==> config.mk <==
export PLATFORM = sky130hd
export DESIGN_NAME = file_table_with_free_block_map
export DESIGN_NICKNAME = d
export VERILOG_FILES = /design/src/design/ftfb_pkg.sv /design/src/design/ftfb_ram.sv /design/src/design/file_table_with_free_block_map.sv
export SDC_FILE = /design/constraint.sdc
export NUM_CORES = 1
export LEC_CHECK = 0
export ABC_AREA = 1
export BUFFER_PORTS_ARGS = -buffer_cell sky130_fd_sc_hd__buf_2
export CELL_PAD_IN_SITES_DETAIL_PLACEMENT = 0
export CELL_PAD_IN_SITES_GLOBAL_PLACEMENT = 1
export CORE_MARGIN = 4
export CORE_UTILIZATION = 51
export CTS_BUF_LIST = sky130_fd_sc_hd__clkbuf_16
export DETAILED_ROUTE_END_ITERATION = 8
export GPL_TIMING_DRIVEN = 0
export PLACE_DENSITY = 0.78
export REMOVE_ABC_BUFFERS = 1
export SLEW_MARGIN = 20
export SYNTH_ARGS = -nofsm -noshare
export SYNTH_HDL_FRONTEND = slang
export SYNTH_SLANG_ARGS = --single-unit
==> constraint.sdc <==
create_clock -name clk -period 18.7 [get_ports clk]
set_input_delay 1.87 -clock clk [delete_from_list [all_inputs] [get_ports clk]]
set_output_delay 1.87 -clock clk [all_outputs]
set_load 0.005 [all_outputs]
==> src/design/ftfb_pkg.sv <==
// ----------------------------------------------------------------------------
// ftfb_pkg: shared types and constants for the file table
// Request and status codes, field widths and default sizes.
// ----------------------------------------------------------------------------
package ftfb_pkg;

  localparam int ENTRY_COUNT_DEF    = 16;
  localparam int BLOCK_CAPACITY_DEF = 256;

  localparam int REQ_W  = 2;
  localparam int ID_W   = 16;
  localparam int CFG_W  = 9;
  localparam int STAT_W = 3;
  localparam int EOUT_W = 4;
  localparam int BOUT_W = 8;
  localparam int CNT_W  = 9;

  // blocks 0 and 1 are never handed out
  localparam int RSV_BLOCKS = 2;
  localparam logic [CFG_W-1:0] CFG_RESET = 9'd256;

  typedef enum logic [REQ_W-1:0] {
    REQ_LOOKUP = 2'd0,
    REQ_CREATE = 2'd1,
    REQ_DELETE = 2'd2,
    REQ_NONE   = 2'd3
  } req_t;

  typedef enum logic [STAT_W-1:0] {
    ST_OK        = 3'd0,
    ST_NOT_FOUND = 3'd1,
    ST_EXISTS    = 3'd2,
    ST_NO_BLOCK  = 3'd3,
    ST_NO_ENTRY  = 3'd4
  } status_t;

endpackage

==> src/design/ftfb_ram.sv <==
// ----------------------------------------------------------------------------
// ftfb_ram: simple dual-port RAM
// One write port, one read port with registered read data.
// ----------------------------------------------------------------------------
module ftfb_ram #(
  parameter int DEPTH = 16,
  parameter int WIDTH = 8,
  localparam int AW = (DEPTH > 1) ? $clog2(DEPTH) : 1
) (
  input  logic             clk,
  input  logic             wr_en,
  input  logic [AW-1:0]    wr_addr,
  input  logic [WIDTH-1:0] wr_data,
  input  logic [AW-1:0]    rd_addr,
  output logic [WIDTH-1:0] rd_data
);

  logic [WIDTH-1:0] mem [DEPTH];

  always_ff @(posedge clk) begin
    if (wr_en) begin
      mem[wr_addr] <= wr_data;
    end
  end

  always_ff @(posedge clk) begin
    rd_data <= mem[rd_addr];
  end

endmodule

==> src/design/file_table_with_free_block_map.sv <==
// ----------------------------------------------------------------------------
// file_table_with_free_block_map: file entry table with a free block map
// Request channel: start/busy with req_type and file_id; a transfer happens
//   at a clock edge with start high and busy low.
// Result channel: done is high for one cycle with status, entry_index,
//   block_index and used_blocks; there is no backpressure.
// Config: cfg_we/cfg_wdata write blocks_in_use (write only while idle).
// Timing: counter eidx walks the entry RAM, then for a create counter bidx
//   walks the block map RAM, one address per cycle with registered read data.
//   Lookup/delete/failed create: done rises at the end of the entry scan
//   (earlier on a hit). Create that scans blocks: the block scan runs up to
//   limit - 1 at most, limit = min(blocks_in_use, BLOCK_CAPACITY). busy
//   drops together with done, so the next request can transfer in the done
//   cycle.
// Reset: entry valid bits clear and the used count loads RSV_BLOCKS at once;
//   then a pass over all addresses writes the block map (busy high meanwhile).
// ----------------------------------------------------------------------------
module file_table_with_free_block_map
  import ftfb_pkg::*;
#(
  parameter int ENTRY_COUNT    = ENTRY_COUNT_DEF,
  parameter int BLOCK_CAPACITY = BLOCK_CAPACITY_DEF
) (
  input  logic              clk,
  input  logic              rst,
  // request transfer
  input  logic              start,
  output logic              busy,
  input  logic [REQ_W-1:0]  req_type,
  input  logic [ID_W-1:0]   file_id,
  // config write
  input  logic              cfg_we,
  input  logic [CFG_W-1:0]  cfg_wdata,
  // result transfer
  output logic              done,
  output logic [STAT_W-1:0] status,
  output logic [EOUT_W-1:0] entry_index,
  output logic [BOUT_W-1:0] block_index,
  output logic [CNT_W-1:0]  used_blocks
);

  localparam int EW   = (ENTRY_COUNT > 1) ? $clog2(ENTRY_COUNT) : 1;
  localparam int BW   = $clog2(BLOCK_CAPACITY);
  localparam int CMPW = (BW + 1 > CFG_W) ? BW + 1 : CFG_W;
  localparam int EDW  = ID_W + BW;

  localparam logic [EW-1:0]    E_LAST   = EW'(ENTRY_COUNT - 1);
  localparam logic [BW-1:0]    B_LAST   = BW'(BLOCK_CAPACITY - 1);
  localparam logic [BW-1:0]    B_FIRST  = BW'(RSV_BLOCKS);
  localparam logic [CMPW-1:0]  CAP_X    = CMPW'(BLOCK_CAPACITY);
  localparam logic [CMPW-1:0]  RSV_X    = CMPW'(RSV_BLOCKS);
  localparam logic [CNT_W-1:0] CNT_MAX  = '1;
  localparam logic [CNT_W-1:0] CNT_INIT = CNT_W'(RSV_BLOCKS);

  typedef enum logic [1:0] {
    S_CLEAR,  // block map init pass after reset
    S_IDLE,
    S_ESCAN,  // id match + first free entry
    S_BSCAN   // lowest free block from 2 up to limit - 1
  } state_t;

  state_t                 state;
  req_t                   req;
  logic [ID_W-1:0]        req_id;
  logic [CFG_W-1:0]       blocks_in_use;
  logic [ENTRY_COUNT-1:0] entry_valid;
  logic [CNT_W-1:0]       used_count;

  // scan pointers: *idx is the address issued, *cmp the one being checked
  logic [EW-1:0] eidx, ecmp, free_idx;
  logic          ecmp_vld, free_found;
  logic [BW-1:0] bidx, bcmp, blast;
  logic          bcmp_vld;

  // RAM ports
  logic [EDW-1:0] erd_data;
  logic [ID_W-1:0] erd_id;
  logic [BW-1:0]  erd_blk;
  logic           brd_used;
  logic           bwr_en, bwr_data;
  logic [BW-1:0]  bwr_addr;

  // scan decisions
  logic            e_hit, e_last, b_free, b_last;
  logic [CMPW-1:0] cfg_x, lim;
  logic [CNT_W-1:0] cnt_inc, cnt_dec;
  logic            fin, go_bscan, del_commit, new_commit;
  status_t         fin_status;
  logic [EW-1:0]   fin_ent;
  logic [BW-1:0]   fin_blk;
  logic [CNT_W-1:0] fin_cnt;

  assign busy = (state != S_IDLE);

  assign erd_id  = erd_data[EDW-1:BW];
  assign erd_blk = erd_data[BW-1:0];

  always_comb begin
    cfg_x = CMPW'(blocks_in_use);
    lim   = (cfg_x > CAP_X) ? CAP_X : cfg_x;
  end

  assign cnt_inc = (used_count == CNT_MAX) ? used_count : used_count + 1'b1;
  assign cnt_dec = (used_count == '0) ? used_count : used_count - 1'b1;

  assign e_hit  = ecmp_vld && entry_valid[ecmp] && (erd_id == req_id);
  assign e_last = ecmp_vld && (ecmp == E_LAST);
  assign b_free = bcmp_vld && !brd_used;
  assign b_last = bcmp_vld && (bcmp == blast);

  always_comb begin
    fin        = 1'b0;
    go_bscan   = 1'b0;
    del_commit = 1'b0;
    new_commit = 1'b0;
    fin_status = ST_NOT_FOUND;
    fin_ent    = '0;
    fin_blk    = '0;
    fin_cnt    = used_count;
    if (state == S_ESCAN && (e_hit || e_last)) begin
      unique case (req)
        REQ_LOOKUP: begin
          fin = 1'b1;
          if (e_hit) begin
            fin_status = ST_OK;
            fin_ent    = ecmp;
            fin_blk    = erd_blk;
          end
        end
        REQ_DELETE: begin
          fin = 1'b1;
          if (e_hit) begin
            del_commit = 1'b1;
            fin_status = ST_OK;
            fin_ent    = ecmp;
            fin_blk    = erd_blk;
            fin_cnt    = cnt_dec;
          end
        end
        REQ_CREATE: begin
          if (e_hit) begin
            fin        = 1'b1;
            fin_status = ST_EXISTS;
          end else if (lim <= RSV_X) begin
            fin        = 1'b1;
            fin_status = ST_NO_BLOCK;
          end else begin
            go_bscan = 1'b1;
          end
        end
        default: begin
          fin = 1'b1;
        end
      endcase
    end else if (state == S_BSCAN && (b_free || b_last)) begin
      fin = 1'b1;
      if (!b_free) begin
        fin_status = ST_NO_BLOCK;
      end else if (!free_found) begin
        fin_status = ST_NO_ENTRY;
      end else begin
        new_commit = 1'b1;
        fin_status = ST_OK;
        fin_ent    = free_idx;
        fin_blk    = bcmp;
        fin_cnt    = cnt_inc;
      end
    end
  end

  // block map write: init pass, free on delete, claim on create
  always_comb begin
    bwr_en   = (state == S_CLEAR) || del_commit || new_commit;
    bwr_addr = bcmp;
    bwr_data = new_commit;
    if (state == S_CLEAR) begin
      bwr_addr = bidx;
      bwr_data = (bidx < B_FIRST);
    end else if (del_commit) begin
      bwr_addr = erd_blk;
    end
  end

  ftfb_ram #(
    .DEPTH (ENTRY_COUNT),
    .WIDTH (EDW)
  ) u_entry_ram (
    .clk     (clk),
    .wr_en   (new_commit),
    .wr_addr (free_idx),
    .wr_data ({req_id, bcmp}),
    .rd_addr (eidx),
    .rd_data (erd_data)
  );

  ftfb_ram #(
    .DEPTH (BLOCK_CAPACITY),
    .WIDTH (1)
  ) u_block_ram (
    .clk     (clk),
    .wr_en   (bwr_en),
    .wr_addr (bwr_addr),
    .wr_data (bwr_data),
    .rd_addr (bidx),
    .rd_data (brd_used)
  );

  always_ff @(posedge clk) begin
    if (rst) begin
      state         <= S_CLEAR;
      bidx          <= '0;
      done          <= 1'b0;
      entry_valid   <= '0;
      used_count    <= CNT_INIT;
      blocks_in_use <= CFG_RESET;
      ecmp_vld      <= 1'b0;
      bcmp_vld      <= 1'b0;
      free_found    <= 1'b0;
    end else begin
      done <= 1'b0;
      if (cfg_we) begin
        blocks_in_use <= cfg_wdata;
      end
      unique case (state)
        S_CLEAR: begin
          if (bidx == B_LAST) begin
            state <= S_IDLE;
          end else begin
            bidx <= bidx + 1'b1;
          end
        end
        S_IDLE: begin
          if (start) begin
            req        <= req_t'(req_type);
            req_id     <= file_id;
            eidx       <= '0;
            ecmp_vld   <= 1'b0;
            free_found <= 1'b0;
            state      <= S_ESCAN;
          end
        end
        S_ESCAN: begin
          ecmp     <= eidx;
          ecmp_vld <= 1'b1;
          if (eidx != E_LAST) begin
            eidx <= eidx + 1'b1;
          end
          if (ecmp_vld && !entry_valid[ecmp] && !free_found) begin
            free_found <= 1'b1;
            free_idx   <= ecmp;
          end
          if (del_commit) begin
            entry_valid[ecmp] <= 1'b0;
          end
          if (go_bscan) begin
            bidx     <= B_FIRST;
            bcmp_vld <= 1'b0;
            blast    <= BW'(lim - 1'b1);
            state    <= S_BSCAN;
          end
        end
        S_BSCAN: begin
          bcmp     <= bidx;
          bcmp_vld <= 1'b1;
          if (bidx != blast) begin
            bidx <= bidx + 1'b1;
          end
          if (new_commit) begin
            entry_valid[free_idx] <= 1'b1;
          end
        end
      endcase
      if (fin) begin
        done        <= 1'b1;
        status      <= fin_status;
        entry_index <= EOUT_W'(fin_ent);
        block_index <= BOUT_W'(fin_blk);
        used_blocks <= fin_cnt;
        used_count  <= fin_cnt;
        state       <= S_IDLE;
      end
    end
  end

`ifndef ASSERT_OFF
  // a result only follows work in progress
  a_done_after_busy: assert property (@(posedge clk) disable iff (rst)
    done |-> $past(busy))
    else $error("result without a request in progress");

  // an accepted request holds the block busy
  a_accept_busy: assert property (@(posedge clk) disable iff (rst)
    (start && !busy) |=> busy)
    else $error("accepted request did not raise busy");

  // one result per request
  a_single_done: assert property (@(posedge clk) disable iff (rst)
    done |=> !done)
    else $error("two results back to back");

  // failures carry zero indexes
  a_fail_zero: assert property (@(posedge clk) disable iff (rst)
    (done && status != ST_OK) |-> (entry_index == '0 && block_index == '0))
    else $error("failed request reported nonzero index");

  // reserved blocks are always counted
  a_count_floor: assert property (@(posedge clk) disable iff (rst)
    used_count >= CNT_INIT)
    else $error("used block count below reserved blocks");
`endif

endmodule

## Word-level counts from Yosys, hierarchy flattened

Memory sizes are Yosys's and may differ from the RTL's. A register that Yosys moved wholly into a read port is not among the register bits.
Index checks and enable logic that the tools add are counted.

- Memories: 2
- Register bits after elaboration: 118
- Logic and storage cells: 186
- Bits in writable memories: 640

Memory list:

| name | words | bits a word | rd ports | clocked after memory_dff | write ports | line | RTL |
|---|---|---|---|---|---|---|---|
| u_entry_ram.mem | 16 | 24 | 1 | 1 | 1 | ftfb_ram.sv:18 | `logic [WIDTH-1:0] mem [DEPTH];` |
| u_block_ram.mem | 256 | 1 | 1 | 1 | 1 | ftfb_ram.sv:18 |  |

- Order comparisons: 7
- $add $sub $neg: 5
- Reduce and logical (&&, ||, !) cells: 42
- Bitwise gates (word level): 4
- Equal/unequal tests: 25
- Multiplexer cells: 80

Operators with widths:

| cell | count |
|---|---|
| 8-bit 2-to-1 mux | 11 |
| 9-bit 2-to-1 mux | 9 |
| 16-bit 2-to-1 mux | 2 |
| 4-bit 2-to-1 mux | 8 |
| 16-bit one-hot mux with 2 select lines | 1 |
| 1-bit 2-to-1 mux | 30 |
| 8-bit one-hot mux with 3 select lines | 1 |
| 16-bit bitwise AND | 1 |
| 16-bit equality test | 1 |
| 16-bit NOT | 1 |
| 16-bit OR | 1 |
| 4-bit AND reduction | 4 |
| 3-bit AND reduction | 5 |
| 3-bit 2-to-1 mux | 4 |
| 1-bit logical AND | 11 |
| 4-bit by 5-bit < comparator with 1-bit output, second input constant | 2 |
| 2-bit 2-to-1 mux | 5 |
| 2-bit by 1-bit != test with 1-bit output, second input constant | 5 |
| 2-bit != test, second input constant | 5 |
| 2-bit AND reduction | 5 |
| 9-bit by 1-bit adder with 9-bit output, second input constant | 1 |
| 9-bit equality test, second input constant | 1 |
| 9-bit greater-than comparator, second input constant | 1 |
| 9-bit by 2-bit less-or-equal comparator with 1-bit output, second input constant | 1 |
| 30 further kinds | 47 |

## Longest topological paths before layout

Gate-level depths: netlist of run 1.

- Depth after elaboration: 11
- Mapped depth: 19

## Modules after synthesis

A second synthesis of run 1 with hierarchy kept.

- Cell total of the unflattened synthesis: 3,694
- Area total of the unflattened synthesis: 35,534.1 sq um

By module, submodules not included:

| module | area each (sq um) | cells each | times used |
|---|---|---|---|
| ftfb_ram (u_entry_ram) | 16,951.3 | 1,597 | 1 |
| ftfb_ram (u_block_ram) | 11,717.5 | 1,184 | 1 |
| file_table_with_free_block_map | 6,865.3 | 913 | 1 |

## Least setup slack after synthesis of run 1

OpenSTA, ideal clock, no wires.

- Kind: reg-to-reg
- From: register ecmp[0]
- To: memory u_block_ram.mem[0], data pin
- Data arrival time: 11.413 ns
- Path buffers: 1
- Slack: 5.099 ns
- Stages on the path, launching flop included: 15
- Required time: 16.512 ns
- Cell sequence: edfxtp_1 buf_6 nand2_1 nand2_1 nand2_1 nand2_1 nand2_1 nand2_2 inv_2 nand2_4 nand2_2 nand2_1 nand2_2 nand2_2 o21ai_0

- Cells in the longest elaborated chain, start to end: 8
- Elaborated cells between the ends (all ways): 10

Ends and longest elaborated chain:

| what | line | RTL |
|---|---|---|
| from (decl) | file_table_with_free_block_map.sv:70 | `logic [EW-1:0] eidx, ecmp, free_idx;` |
| from (signal assigned) | file_table_with_free_block_map.sv:243 | `ecmp <= eidx;` |
| 1-bit binary-select mux with 4-bit select | file_table_with_free_block_map.sv:106 | `assign e_hit = ecmp_vld && entry_valid[ecmp] && (erd_id == req_id);` |
| 1-bit 2-to-1 mux (not written as such) | file_table_with_free_block_map.sv:106 |  |
| 1-bit logical AND (2 in a row) | file_table_with_free_block_map.sv:106 |  |
| 1-bit logical OR (*) | file_table_with_free_block_map.sv:120 | `if (state == S_ESCAN && (e_hit \|\| e_last)) begin` |
| 1-bit logical AND (*) | file_table_with_free_block_map.sv:120 |  |
| 1-bit 2-to-1 mux (*) | file_table_with_free_block_map.sv:120 |  |
| 1-bit 2-to-1 mux (*) | file_table_with_free_block_map.sv:176 | `if (state == S_CLEAR) begin` |
| via bwr_data | file_table_with_free_block_map.sv:80 | `logic bwr_en, bwr_data;` |
| to (decl) | ftfb_ram.sv:18 |  |

Mark *: on every way through the listed nets, which the timed path passes. The rest lies on a longest branch. The select of a mux whose other input is x is not followed.

## Worst setup path in the final report of run 1

- From: register req_id[12]
- To: register entry_valid[7]

- Cells in the longest elaborated chain, start to end: 7
- Elaborated cells between the ends (all ways): 11

Ends and longest elaborated chain:

| what | line | RTL |
|---|---|---|
| from (decl) | file_table_with_free_block_map.sv:64 | `logic [ID_W-1:0] req_id;` |
| from (signal assigned) | file_table_with_free_block_map.sv:235 | `req_id <= file_id;` |
| 16-bit equality test (*) | file_table_with_free_block_map.sv:106 |  |
| 1-bit logical AND (*) | file_table_with_free_block_map.sv:106 |  |
| 1-bit 2-to-1 mux or 1-bit logical OR (tied branches) | file_table_with_free_block_map.sv:132, file_table_with_free_block_map.sv:120 |  |
| 1-bit 2-to-1 mux or 1-bit logical AND (tied branches) | file_table_with_free_block_map.sv:121, file_table_with_free_block_map.sv:120 |  |
| 1-bit 2-to-1 mux | file_table_with_free_block_map.sv:120 |  |
| 2-bit != test (no source line) | - |  |
| 3-bit AND reduction (no source line) (*) | - |  |
| to (signal assigned) | file_table_with_free_block_map.sv:213 | `entry_valid <= '0;` |
| to (signal, indexed assignment) | file_table_with_free_block_map.sv:253 | `entry_valid[ecmp] <= 1'b0;` |
| to (signal, indexed assignment) | file_table_with_free_block_map.sv:269 | `entry_valid[free_idx] <= 1'b1;` |
| to (decl) | file_table_with_free_block_map.sv:66 | `logic [ENTRY_COUNT-1:0] entry_valid;` |

Every way passes the cells marked *; elsewhere a longest branch is shown, timed or not.
A chain may end at the register's enable or synchronous reset.

==> results of run 1 <==
[final cells by class]
class / count / share of cell area
clock buffer: 82 / 0.0527
clock inverter: 68 / 0.0109
inverter: 142 / 0.0143
multi-input combinational: 1965 / 0.264
sequential: 783 / 0.586
tap: 864 / 0.0278
timing repair buffer: 163 / 0.0445
[metal layers]
layer / GRT usage / part of all wire / routed length (um) / up-vias
met5: 0 / 0.00030 / 27 / -
met4: 0.0872 / 0.033 / 2970 / 4
met3: 0.0388 / 0.068 / 6040 / 216
met2: 0.413 / 0.48 / 43100 / 892
met1: 0.330 / 0.41 / 36900 / 11800
li1: - / - / - / 11100
[cells by family (layout without fill, tap and decap cells)]
group,after synthesis,in the layout,synth area share
flip-flops,783,783,0.664
AO/OA/AOI/OAI,625,625,0.111
adder cells (fa/ha/maj),12,12,0.00437
buffers and inverters,329,455,0.0400
AND/OR/NAND/NOR,1262,1262,0.163
XOR/XNOR,35,35,0.00893
multiplexers,31,31,0.00904
[cell usage after synthesis, types with 7 or more instances]
master    count  area (um^2)
nand3_2       7         70.1
buf_2        22          110
ha_1         12          150
mux2i_1      31          310
buf_4        10         75.1
clkbuf_1    134          503
xnor2_1      13          114
nand2_1     321         1200
inv_1       124          465
o22ai_1      62          388
nand3_1      71          355
o221ai_1     43          377
o32ai_1      66          578
o211ai_1     33          248
nand2_2      22          138
nor2_1      695         2610
nand4_1      18          113
nor3_1       34          170
buf_1        12         45.0
nor2_2       41          257
xor2_1       22          193
nand3_4      17          298
inv_2         8         30.0
edfxtp_1    710        21300
dfxtp_1      73         1460
o21ai_0     356         1780
clkinv_1      7         26.3
a21oi_1      33          165
buf_6         9          101
[cell usage in the layout, fill, tap and decap left out, drive strengths merged, types with 2 or more instances in the layout]
cell type / n
a221oi: 2
clkinv: 50
edfxtp: 710
xor2: 22
nor4: 5
nor3: 34
clkinvlp: 2
ha: 12
nor3b: 4
nand4: 19
o22ai: 62
nor2: 747
dfxtp: 73
a31oi: 5
o21bai: 3
o32ai: 66
o211ai: 33
and2: 7
nand2: 348
a32o: 2
o31ai: 2
bufinv: 3
clkbuf: 82
inv: 155
o221ai: 43
a211oi: 2
nand3: 95
buf: 163
a21oi: 37
o21ai: 359
xnor2: 13
mux2i: 31
a22o: 5
[per-stage QoR]
stage               power (W)  utilization  hold slack, ps  instances
detailed placement    0.00210        0.550             458       3917
finish                0.00357        0.588             466       4067
floorplan             0.00205            -             440       2890
global placement      0.00211        0.526             453       3810
global route          0.00368        0.588             502       4067
CTS                   0.00360        0.588             466       4067
[tightest hold or removal path, cell delays in order (launching register included)]
cell and delay (ps):
dfxtp_1 320, inv_1 50, a21oi_1 50
[sequential cells by signal, indices dropped and copies added (netlist names), 9 cells and up]
register / count
used_blocks: 9
u_entry_ram.mem: 384
used_count: 9
req_id: 16
entry_valid: 16
blocks_in_use: 9
u_block_ram.mem: 256
u_entry_ram.rd_data: 24
[where the power goes]
part | switching [W] | total, W | internal [W]
registers | 0.00000580 | 0.00192 | 0.00191
clock network | 0.000670 | 0.00151 | 0.000840
logic | 0.0000983 | 0.000145 | 0.0000469
total | 0.000775 | 0.00357 | 0.00280
[worst paths after layout]
path	startpoint	to	slack, ps
setup / recovery	req_id[12]	entry_valid[7]	13920
hold reg to reg	entry_valid[10]	entry_valid[10]	470
hold / removal	entry_valid[10]	entry_valid[10]	470
setup reg to reg	req_id[12]	entry_valid[7]	13920
==> results.yml, run 1 <==
cts:
  clock_path_buffers: 3
  cts_setup_buffers: 0
  cts_htree_levels: 3
  cts_root_buf: "clkbuf_16"
  clkTransAtPathRegs_ps: 60
  cts_buffers: 81
  cts_tree: "done"
  cts_sinks: 783
  post_cts_resized: 0
  ctsHoldBuffers: 0
  clkLatencyLatePin_ps: 640
layout:
  drive_gt1_frac: 0.132
  fill_cells: 5373
  finish.instance_area_um2: 38900
  multi_input_area_um2: 10300
  area_growth_pct: 13.4
  final_nets: 3179
  ff_latch_area_um2: 22800
  n_antenna_cell: 0
run:
  cap_viol_max_count: 0
outcome:
  status: "finished clean"
sta:
  fin_skew_ps: 34.9
  finalHoldViolCount: 0
  slew_violations: 0
  rsz0062_at_grt: "no"
  clock.fmax_mhz: 209
  fin_tns_setup_ps: 0
  timing.slew.headroom: 0.302
  finalSetupViolCount: 0
  finalCritPeriodShare: 0.256
  tightest_slew_ps: 1040
  min_period_ps: 4780
  timing.final.ws_setup_ps: 13920
power_and_ir_drop:
  peakVddDrop_uv: 69.2
  total_leakage_power_nw: 13.1
  p_per_area_nw_per_um2: 91.8
routing:
  vias_per_cell: 5.89
  num_vias: 23900
  wl_um: 89000
  drt_first_pass_iters: 5
  drt_iter0_markers: 2260
  antenna_left: 0
  drc: 0
  wl_per_cell_um: 21.9
floorplanning:
  rows: 94
  die_x_um: 267
  ios: 57
  die_h_um: 267
  die_area_um2: 71500
  initial_core_util: 0.518
  core_um2: 66200
placement:
  place_congestion: 0.888
  pre_cts_slack_ps: 13990
  postPlaceCellArea_um2: 36400
  port_buffers: 56
  dp_hpwl_um: 56800
yosys:
  ys_dominant_reg_cell: "edfxtp_1"
  syn_inst: 3077
  synth_seq_cells: 783
  syn_area_um2: 34300
  yosys_warnings: 0
  ys_seq_area_frac: 0.664
  async_flop_share: 0
  postSynthAreaPerCell_um2: 11.2
  synthDistinctLibCells: 55
  synth_edf_count: 710
critical_path:
  slowest_delay_ps: 720
  end_kind: "flip-flop"
  r2r_cells: 14
  path_buf_inv: 1
  cp_top_family: "simple AND/OR/NAND/NOR gates"
  cpMaxStageDelayCell: "nand2_2"
  worstPathArrival_ps: 5270
  worstPathCellList: "xnor2_1, nand2_1, nor2_1, nand2_1, nor2_1, nand2_2, nand2_1, nand2_2, nand2_2, o21ai_0, nand2_1, clkinv_1, nand4_1, a21oi_1"
  cp.depth: 14
  critical_path_class: "reg -> reg"
  critPathMaxFanout: 26
  cp.required_ps: 19190
  start_kind: "flip-flop"
  timing.critical_path.mode_cell: "nand2_1"
grt:
  grt_pass1_wl_um: 135000
  grt_max_degree: 100
  grt_pass1_vias: 23400
  grt_overflow_total: 0
  grt_usage: 0.247
  grt_antenna_before_repair: 2
worst_hold_path:
  hp-class: "reg -> reg"
  min_path_cells: 2
No activity file was read; power rests on OpenSTA's default activity.
==> inputs of run 2 (changes only) <==
==> constraint.sdc (replaced) <==
create_clock -name clk -period 4.6 [get_ports clk]
set_input_delay 0.46 -clock clk [delete_from_list [all_inputs] [get_ports clk]]
set_output_delay 0.46 -clock clk [all_outputs]
set_load 0.005 [all_outputs]
==> run 2 against run 1 <==
  * Clock-buffer cell count unchanged
  * Via count is essentially flat
  * Cell count rose by 0.32%
  * Fmax grew 12%
  * Largest cell class unchanged
  * Largest power group unchanged
==> results.yml, run 2 (synthesis gave the netlist of run 1 again) <==
outcome:
  status: "finished clean"
grt:
  grt_usage: 0.247
  grt_pass1_wl_um: 136000
  grt_antenna_before_repair: 2
  grt_max_degree: 100
  grt_overflow_total: 0
  grt_pass1_vias: 23400
cts:
  clkLatencyLatePin_ps: 640
  cts_buffers: 81
  clkTransAtPathRegs_ps: 60
  cts_root_buf: "clkbuf_16"
  clock_path_buffers: 3
  cts_sinks: 783
  cts_htree_levels: 3
  cts_tree: "done"
layout:
  final_nets: 3191
  final_cell_mix: "edfxtp_1 (710), nor2_1 (691), o21ai_0 (355)"
  final_common_cell: "edfxtp_1"
  largest_reg_flops: 384
  largestRegisters: "u_entry_ram.mem: 384 flops, u_block_ram.mem: 256 flops, u_entry_ram.rd_data: 24 flops"
  drive_gt1_frac: 0.132
  finalNonFillerCells: 4080
  largest_register: "u_entry_ram.mem"
  area_growth_pct: 13.8
  fill_cells: 5364
floorplanning:
  die_h_um: 267
  initial_core_util: 0.518
  rows: 94
  core_um2: 66200
  die_x_um: 267
  die_area_um2: 71500
  ios: 57
sta:
  finalCritPeriodShare: 0.929
  min_period_ps: 4270
  slew_violations: 0
  timing.final.ws_setup_ps: 326
  rsz0062_at_grt: "no"
  finalHoldViolCount: 0
  fin_skew_ps: 33.4
  timing.slew.headroom: 0.294
  tightest_slew_ps: 1050
  finalSetupViolCount: 0
  clock.fmax_mhz: 234
  fin_tns_setup_ps: 0
placement:
  pre_cts_slack_ps: -112
  place_congestion: 0.888
  port_buffers: 56
  dp_hpwl_um: 56800
  dp.cells: 3917
critical_path:
  cp.required_ps: 4970
  start_kind: "flip-flop"
  critical_path_class: "reg -> reg"
  critPathMaxFanout: 26
  worstPathArrival_ps: 4650
  cpMaxStageDelayCell: "edfxtp_1"
  slowest_delay_ps: 620
  end_kind: "flip-flop"
  worstPathCellList: "xnor2_1, nand2_1, nor2_1, nand2_1, nor2_1, nand2_2, nand2_1, nand2_2, nand2_4, nand3_4, nand3_4, nor2_1"
power_and_ir_drop:
  power.total_w: 0.0145
  peakVddDrop_uv: 281
  p_per_area_nw_per_um2: 372
  total_leakage_power_nw: 13.1
routing:
  drt_iter0_markers: 2371
  num_vias: 23900
  wl_um: 89100
  antenna_left: 0
  wl_per_cell_um: 21.8
  vias_per_cell: 5.87
  drc: 0
  drt_first_pass_iters: 5
run:
  cap_viol_max_count: 0
worst_hold_path:
  hp-class: "in -> reg"
==> run 2: cell count changes in the layout (fill, tap and decap cells not counted), sizes merged <==
cell	previous run	this run
diode	0	1
dlygate4sd3	0	12
==> run 2: final timing paths <==
check | to | start | cells past startpoint | slack [ps]
worst min-delay path | req[1] | req_type[1] | 1 | 30
worst min register to register | entry_valid[10] | entry_valid[10] | 2 | 470
worst max-delay path | u_block_ram.mem[73] | req_id[12] | 12 | 330
worst max register to register | u_block_ram.mem[73] | req_id[12] | 12 | 330
==> run 2: area by class of cell <==
class,count,area [um^2],share of cell area
sequential,783,22800,0.583
clock inverter,68,423,0.0108
antenna,1,2.50,0.0000641
tap,864,1080,0.0277
timing repair buffer,175,1850,0.0474
inverter,142,556,0.0142
multi-input combinational,1965,10300,0.264
clock buffer,82,2050,0.0525
==> run 2: through the flow <==
stage                     hold WS, ps  utilization  instance area [um^2]
after CTS                        3.16        0.590                 39000
after global routing             6.47        0.590                 39100
after global placement            453        0.526                 34900
after floorplan                   440            -                 33500
final                            26.2        0.590                 39100
after detailed placement          458        0.550                 36400
==> run 2: repair_timing <==
| action | CTS | global route |
|---|---|---|
| buffers inserted | 0 | 0 |
| gates resized for setup | 1 | 2 |
| hold buffers | 12 | 0 |
| endpoints found under the hold margin | 12 | 0 |
| endpoints found under the setup margin | 18 | 12 |
| cloned | 0 | 0 |
==> run 2: critical path: cells and delay by family, from the launching register on <==
| kind | cells | cell delay (ps) |
|---|---|---|
| and+or+nand+nor | 11 | 2930 |
| DFF | 1 | 620 |
| xor gates and xnor gates | 1 | 440 |
==> run 2: layer usage <==
metal  wire (um)  part of all wire  GRT usage
met4        3040             0.034     0.0872
met5          13           0.00015          0
met3        6090             0.068     0.0386
met2       42900              0.48      0.414
met1       37000              0.42      0.331
==> run 2: report_power, final <==
part / leakage [nW] / total [W] / internal [W] / switching (W)
logic: 4.89 / 0.000597 / 0.000197 / 0.000400
registers: 6.96 / 0.00780 / 0.00777 / 0.0000236
clock network: 1.29 / 0.00615 / 0.00342 / 0.00273
